### src/rtl/gmde_pkg.sv
// shared types, codes and field layout for the graph marker erosion block
`default_nettype none

package gmde_pkg;

  // default sizing
  localparam int MAX_NODES_DEF      = 1024;
  localparam int MAX_NEIGHBOURS_DEF = 8;

  // fixed field widths
  localparam int COORD_W  = 24;
  localparam int IDX_W    = 10;
  localparam int CNT_W    = 11;
  localparam int THR_W    = 50;
  localparam int NCOUNT_W = 4;
  localparam int SLOT_W   = 3;
  localparam int FUNC_W   = 2;

  // input tdata layout, lowest bit first
  localparam int IN_NODE_LSB   = 0;
  localparam int IN_X_LSB      = IN_NODE_LSB + IDX_W;
  localparam int IN_Y_LSB      = IN_X_LSB + COORD_W;
  localparam int IN_Z_LSB      = IN_Y_LSB + COORD_W;
  localparam int IN_MARK_LSB   = IN_Z_LSB + COORD_W;
  localparam int IN_NCOUNT_LSB = IN_MARK_LSB + 1;
  localparam int IN_SLOT_LSB   = IN_NCOUNT_LSB + NCOUNT_W;
  localparam int IN_NIDX_LSB   = IN_SLOT_LSB + SLOT_W;
  localparam int IN_BITS       = IN_NIDX_LSB + IDX_W;
  localparam int IN_DATA_W     = ((IN_BITS + 7) / 8) * 8;

  // output tdata layout, lowest bit first
  localparam int OUT_BITS   = IDX_W + 1 + 1 + CNT_W + CNT_W;
  localparam int OUT_DATA_W = ((OUT_BITS + 7) / 8) * 8;

  // configuration register indexes
  localparam logic REG_NODE_COUNT   = 1'b0;
  localparam logic REG_THRESHOLD_SQ = 1'b1;

  // item kinds
  typedef enum logic [FUNC_W-1:0] {
    FN_LOAD = 2'd0,
    FN_LINK = 2'd1,
    FN_RUN  = 2'd2,
    FN_READ = 2'd3
  } func_t;

  // node memory read address source
  typedef enum logic [1:0] {
    NA_I     = 2'd0,
    NA_LINK  = 2'd1,
    NA_BLIST = 2'd2
  } naddr_sel_t;

  // link memory read address source
  typedef enum logic {
    LA_I  = 1'b0,
    LA_NB = 1'b1
  } laddr_sel_t;

  // controller to datapath commands
  typedef struct packed {
    logic       ld_node;
    logic       ld_link;
    logic       rd_flags;
    logic       out_load;
    logic       i_clr;
    logic       i_inc;
    logic       a_clr;
    logic       a_inc;
    logic       b_clr;
    logic       b_inc;
    logic       k_clr;
    logic       k_inc;
    logic       cnt_clr;
    logic       cap_i;
    logic       cap_nb;
    logic       flag_wr;
    logic       flag_keep;
    logic       flag_border;
    logic       keep_clr;
    logic       blist_wr;
    logic       ran_set;
    naddr_sel_t naddr_sel;
    laddr_sel_t laddr_sel;
  } cmd_t;

  // datapath to controller status
  typedef struct packed {
    logic i_in;
    logic i_last;
    logic a_done;
    logic b_done;
    logic k_done;
    logic q_marker;
    logic near;
    logic out_full;
  } sts_t;

endpackage

`default_nettype wire

### src/rtl/gmde_ctrl.sv
// sequencer for loads, reads and the two-phase erosion run
`default_nettype none

module gmde_ctrl (
  input  wire logic                   clk,
  input  wire logic                   rst,
  input  wire logic                   s_tvalid,
  output logic                        s_tready,
  input  wire logic [gmde_pkg::FUNC_W-1:0] s_tuser,
  input  wire logic                   m_tready,
  input  wire gmde_pkg::sts_t         sts,
  output gmde_pkg::cmd_t              cmd
);
  import gmde_pkg::*;

  typedef enum logic [19:0] {
    S_IDLE     = 20'h00001,
    S_RD       = 20'h00002,
    S_A_START  = 20'h00004,
    S_A_NODE   = 20'h00008,
    S_A_NODE_W = 20'h00010,
    S_A_L1     = 20'h00020,
    S_A_L1_W   = 20'h00040,
    S_A_NB_W   = 20'h00080,
    S_A_L2     = 20'h00100,
    S_A_L2_W   = 20'h00200,
    S_A_L2_M   = 20'h00400,
    S_B_START  = 20'h00800,
    S_B_NODE   = 20'h01000,
    S_B_NODE_W = 20'h02000,
    S_B_K      = 20'h04000,
    S_B_K_W    = 20'h08000,
    S_B_C_W    = 20'h10000,
    S_B_M      = 20'h20000,
    S_B_S      = 20'h40000,
    S_FIN      = 20'h80000
  } state_t;

  state_t state, state_next;
  logic   accept;
  func_t  func;

  assign s_tready = (state == S_IDLE);
  assign accept   = s_tvalid && s_tready;
  assign func     = func_t'(s_tuser);

  always_ff @(posedge clk) begin
    if (rst) begin
      state <= S_IDLE;
    end else begin
      state <= state_next;
    end
  end

  // next state and commands
  always_comb begin
    cmd        = '0;
    state_next = state;
    unique case (state)
      S_IDLE: begin
        if (accept) begin
          unique case (func)
            FN_LOAD: cmd.ld_node = 1'b1;
            FN_LINK: cmd.ld_link = 1'b1;
            FN_RUN:  state_next = S_A_START;
            FN_READ: begin
              cmd.rd_flags = 1'b1;
              state_next   = S_RD;
            end
            default: state_next = S_IDLE;
          endcase
        end
      end
      S_RD: begin
        if (!sts.out_full || m_tready) begin
          cmd.out_load = 1'b1;
          state_next   = S_IDLE;
        end
      end
      // phase one: flag border nodes over the whole array
      S_A_START: begin
        cmd.i_clr   = 1'b1;
        cmd.cnt_clr = 1'b1;
        state_next  = S_A_NODE;
      end
      S_A_NODE: begin
        if (!sts.i_in) begin
          cmd.flag_wr = 1'b1;
          cmd.i_inc   = 1'b1;
          state_next  = sts.i_last ? S_B_START : S_A_NODE;
        end else begin
          state_next = S_A_NODE_W;
        end
      end
      S_A_NODE_W: begin
        cmd.cap_i = 1'b1;
        if (sts.q_marker) begin
          cmd.flag_wr   = 1'b1;
          cmd.flag_keep = 1'b1;
          cmd.i_inc     = 1'b1;
          state_next    = sts.i_last ? S_B_START : S_A_NODE;
        end else begin
          cmd.a_clr  = 1'b1;
          state_next = S_A_L1;
        end
      end
      S_A_L1: begin
        if (sts.a_done) begin
          cmd.flag_wr = 1'b1;
          cmd.i_inc   = 1'b1;
          state_next  = sts.i_last ? S_B_START : S_A_NODE;
        end else begin
          cmd.laddr_sel = LA_I;
          state_next    = S_A_L1_W;
        end
      end
      S_A_L1_W: begin
        cmd.naddr_sel = NA_LINK;
        state_next    = S_A_NB_W;
      end
      S_A_NB_W: begin
        cmd.cap_nb = 1'b1;
        cmd.b_clr  = 1'b1;
        if (sts.q_marker) begin
          cmd.flag_wr     = 1'b1;
          cmd.flag_border = 1'b1;
          cmd.blist_wr    = 1'b1;
          cmd.i_inc       = 1'b1;
          state_next      = sts.i_last ? S_B_START : S_A_NODE;
        end else begin
          state_next = S_A_L2;
        end
      end
      S_A_L2: begin
        if (sts.b_done) begin
          cmd.a_inc  = 1'b1;
          state_next = S_A_L1;
        end else begin
          cmd.laddr_sel = LA_NB;
          state_next    = S_A_L2_W;
        end
      end
      // keep the second-ring walk on the neighbour links so nb holds
      S_A_L2_W: begin
        cmd.laddr_sel = LA_NB;
        cmd.naddr_sel = NA_LINK;
        state_next    = S_A_L2_M;
      end
      S_A_L2_M: begin
        if (sts.q_marker) begin
          cmd.flag_wr     = 1'b1;
          cmd.flag_border = 1'b1;
          cmd.blist_wr    = 1'b1;
          cmd.i_inc       = 1'b1;
          state_next      = sts.i_last ? S_B_START : S_A_NODE;
        end else begin
          cmd.b_inc  = 1'b1;
          state_next = S_A_L2;
        end
      end
      // phase two: marked nodes against the border list
      S_B_START: begin
        cmd.i_clr  = 1'b1;
        state_next = S_B_NODE;
      end
      S_B_NODE: begin
        state_next = sts.i_in ? S_B_NODE_W : S_FIN;
      end
      S_B_NODE_W: begin
        cmd.cap_i = 1'b1;
        if (sts.q_marker) begin
          cmd.k_clr  = 1'b1;
          state_next = S_B_K;
        end else begin
          cmd.i_inc  = 1'b1;
          state_next = S_B_NODE;
        end
      end
      S_B_K: begin
        if (sts.k_done) begin
          cmd.i_inc  = 1'b1;
          state_next = S_B_NODE;
        end else begin
          state_next = S_B_K_W;
        end
      end
      S_B_K_W: begin
        cmd.naddr_sel = NA_BLIST;
        state_next    = S_B_C_W;
      end
      S_B_C_W: state_next = S_B_M;
      S_B_M:   state_next = S_B_S;
      S_B_S: begin
        if (sts.near) begin
          cmd.keep_clr = 1'b1;
          cmd.i_inc    = 1'b1;
          state_next   = S_B_NODE;
        end else begin
          cmd.k_inc  = 1'b1;
          state_next = S_B_K;
        end
      end
      S_FIN: begin
        cmd.ran_set = 1'b1;
        state_next  = S_IDLE;
      end
      default: state_next = S_IDLE;
    endcase
  end

endmodule

`default_nettype wire

### config.mk
export PLATFORM = sky130hd
export DESIGN_NAME = gmde_ctrl
export DESIGN_NICKNAME = d
export VERILOG_FILES = /design/src/rtl/gmde_pkg.sv /design/src/rtl/gmde_ctrl.sv
export SDC_FILE = /design/constraint.sdc
export NUM_CORES = 1
export LEC_CHECK = 0
export BUFFER_PORTS_ARGS = -buffer_cell sky130_fd_sc_hd__buf_4
export CORE_MARGIN = 1.5
export CORE_UTILIZATION = 26
export CTS_CLUSTER_DIAMETER = 80
export DETAILED_ROUTE_END_ITERATION = 7
export GPL_TIMING_DRIVEN = 0
export PLACE_DENSITY = 0.53
export RECOVER_POWER = 50
export SLEW_MARGIN = 10
export SYNTH_ARGS = -nofsm -noshare
export SYNTH_HDL_FRONTEND = slang
export SYNTH_SLANG_ARGS = --single-unit
export TNS_END_PERCENT = 50
### constraint.sdc
create_clock -name clk -period 4.4 [get_ports clk]
set_clock_uncertainty 0.1 [all_clocks]
set_input_delay 0.66 -clock clk [delete_from_list [all_inputs] [get_ports clk]]
set_output_delay 0.66 -clock clk [all_outputs]
set_load 0.01 [all_outputs]
==> results list <==
- Run status: finished clean
* Detailed-route wire length per cell: 13.5 um
* Clock latency on the worst-skew pair: 0.26 ns
- Of the total power, combinational logic draws 0.176.
- Largest registers: state (20)
* Global route overflow: 0
* Clock period minus final worst setup slack: 3.43 ns
* Max Clock Freq: 0.291 GHz
* CTS Buf Count: 3
* Tot GR Track Use: 0.141
- Most instantiated cells after synthesis: sky130_fd_sc_hd__dfxtp_1 (20), sky130_fd_sc_hd__nor2_1 (16), sky130_fd_sc_hd__nand2_1 (15)
- Buffers placed on the I/O ports in this run total 37.
- Of the total power, registers draw 0.502.
- The first global-routing pass estimated 5.93 mm of wire.
- The analysis attributes to net switching a power of 0.000101 W.
- Summing every instance area after synthesis gives 0.00132 mm^2.
* Post-synth ARST share: 0
* Chip height: 74.2 um
- Setup violations remaining at the end of the flow were counted as 0.
- Post-route fraction of the period consumed by the critical path: 0.780
* Total of warnings raised by yosys: 0
* Number of enable flip-flop cells after synthesis: 0
- Worst setup EP type: output pin
- Post-layout instance count excluding filler cells: 266
* Number of standard cells after synthesis: 159
* Max FO, Critical Path: 6
- The internal power of the cells totals 0.000274 W.
- First-pass DRT Iterations: 4
* Number of hold-repair buffers added at the cts stage: 0
- Start-to-end type of the worst setup path: reg2out
- Pin count of the biggest net entering global routing: 11
* Register with the most flip-flops: state
* Initial DRC count: 64
- Register area share after synthesis: 0.304
- After detailed routing, the total wire length is 3.60 mm.
* Area share of the largest cell type after synthesis: 0.304
- Number of flip-flops under the largest register name: 20
* Antenna violations before repair: 0
* Net count after synthesis: 173
* Top_reg_cell synth: sky130_fd_sc_hd__dfxtp_1
- Once the clock tree was built, the setup fixing pass inserted 0 buffers.
- In the final layout, the share of cells above drive strength 1 is 0.281.
- Via total after detailed routing: 1315
- Headroom to the max-slew limit came out at 0.396.
- Clock-pin transition on the worst setup and hold timing paths: 0.07 ns
- The clock net in this run drives a total of 20 sinks.
* Row count: 25
- Synthesis instantiated 42 different standard cells from the library.
- Starting utilization of the core area: 0.274
- Type of the worst min-delay path: reg2reg
- The worst setup path is launched from a flip-flop.
- Detailed placer's ending HPWL: 2.88 mm
- VDD IR-drop max: 110 uV
- Total Negative Setup Slacks: 0 ns
- At the end of routability-driven placement, the weighted congestion stood at 0.763.
- The number of global-route vias before repair is 1213.
* Data arrival time at the worst-slack endpoint: 2.67 ns
* Switching Share: 0.270
* Number of max-slew violations in the final report: 0
- A synthesized cell averages 8.29 um^2.
- Detail Route Antenna Nets: 0
- Cell type with the highest aggregate area in the netlist: sky130_fd_sc_hd__dfxtp_1
* P per Cell Area: 221 mW/mm^2
* Top-count cell post-synth: sky130_fd_sc_hd__dfxtp_1
- 0 antenna diodes ended up in the layout.
- The area growth from synthesis to layout is 28.9%.
- Final hold violation count: 0
- Across the run, the number of max-cap violations was 0.
* Net count reported at finish: 215
- At the pin with the least slew margin, the transition time is 0.897 ns.
* Number of I/O pins: 39
- After synthesis, the cell types taking the most area are sky130_fd_sc_hd__dfxtp_1 (30%), sky130_fd_sc_hd__nor4_1 (5.2%), sky130_fd_sc_hd__nor2_1 (4.6%).
- After clock tree synthesis, the repair step resized 0 gates.
* Clock Root Buffer: sky130_fd_sc_hd__clkbuf_8
- The synthesized design contains 20 register bits.
- In the routed layout, each cell is associated on average with a via count of 4.94.
* Total DRC errors in the routed layout: 0
- H-tree depth reported by CTS: 1
- RSZ-0062 raised after global routing: false
- The die covers 0.00550 mm^2.
- Area inside the core boundary: 0.00482 mm^2
* Die span in x: 74.2 um
- TritonCTS clock tree: yes
- Total leakage power: 0.712 nW
- Of the total power, the clock network draws 0.322.
- Clock buffer depth: 2
* Placed Cells: 263
- Worst endpoint required time: 3.64 ns
[area by class of cell]
cell class / instances / area, um^2
repair buffers: 37 / 270
well taps: 67 / 83.8
multi-input cells: 126 / 838
inverters: 7 / 26.3
clock buffers: 3 / 41.3
fillers: 553 / 3120
flip-flops and latches: 20 / 400
plain buffers: 6 / 37.5
[logic make-up after synthesis]
family,share of synthesized area
AND/OR/NAND/NOR,0.519
flip-flops,0.304
AO/OA/AOI/OAI,0.0950
buffers and inverters,0.0484
XOR/XNOR,0.0332
[final timing paths]
| check | from | endpoint | slack (ns) | depth (start not counted) |
|---|---|---|---|---|
| max | state[4]$_SDFFE_PP0P_ | cmd[22] | 0.97 | 7 |
| min | state[6]$_SDFFE_PP0P_ | state[7]$_SDFFE_PP0P_ | 0.42 | 2 |
| max reg2reg | state[4]$_SDFFE_PP0P_ | state[0]$_SDFFE_PP1P_ | 1.61 | 6 |
| min reg2reg | state[6]$_SDFFE_PP0P_ | state[7]$_SDFFE_PP0P_ | 0.42 | 2 |
[power by group through the flow]
| stage | Sequential [W] | Combinational, W | Clock (W) |
|---|---|---|---|
| floorplan | 0.000192 | 0.0000405 | 0 |
| global placement | 0.000193 | 0.0000670 | 0 |
| detailed placement | 0.000193 | 0.0000673 | 0 |
| CTS | 0.000188 | 0.0000676 | 0.000126 |
| global route | 0.000189 | 0.0000736 | 0.000137 |
| finish | 0.000188 | 0.0000662 | 0.000121 |
[worst max-delay path: stages, from the launching register on]
cell,delay [ns]
sky130_fd_sc_hd__dfxtp_1,0.34
sky130_fd_sc_hd__nor4_1,0.79
sky130_fd_sc_hd__and3_1,0.33
sky130_fd_sc_hd__nand2_1,0.11
sky130_fd_sc_hd__nor4b_4,0.38
sky130_fd_sc_hd__nand2_2,0.13
sky130_fd_sc_hd__nor3b_2,0.19
sky130_fd_sc_hd__buf_4,0.14
[through the flow]
| stage | total power (W) | hold slack (ns) | cell area, um^2 | setup slack [ns] | utilization |
|---|---|---|---|---|---|
| final | 0.000375 | 0.423 | 1700 | 0.967 | 0.352 |
| after floorplan | 0.000232 | 0.376 | 1320 | 1.55 | - |
| after global placement | 0.000260 | 0.407 | 1680 | 1.41 | 0.349 |
| after global routing | 0.000400 | 0.451 | 1700 | 0.670 | 0.352 |
| after detailed placement | 0.000260 | 0.412 | 1680 | 1.40 | 0.349 |
| after CTS | 0.000382 | 0.426 | 1720 | 1.10 | 0.357 |
[layer usage]
metal  up-vias  track usage  routed length, um
li1        674            -                  -
met1       603        0.206               1780
met2        31        0.202               1580
met3         7       0.0257                166
met4         0       0.0576                 76
met5         -            0                  0
[placed cells by master (no fill, tap or decap), types with 5 or more instances in the layout]
cell	n
sky130_fd_sc_hd__clkbuf_1	5
sky130_fd_sc_hd__nand4_1	5
sky130_fd_sc_hd__nor3_1	10
sky130_fd_sc_hd__buf_4	37
sky130_fd_sc_hd__inv_1	7
sky130_fd_sc_hd__a21oi_1	5
sky130_fd_sc_hd__nand2_1	16
sky130_fd_sc_hd__or3_1	5
sky130_fd_sc_hd__dfxtp_1	20
sky130_fd_sc_hd__nor2_1	16
sky130_fd_sc_hd__nor4_1	13
sky130_fd_sc_hd__nand2b_1	5
Power figures use the tool's default switching activity.
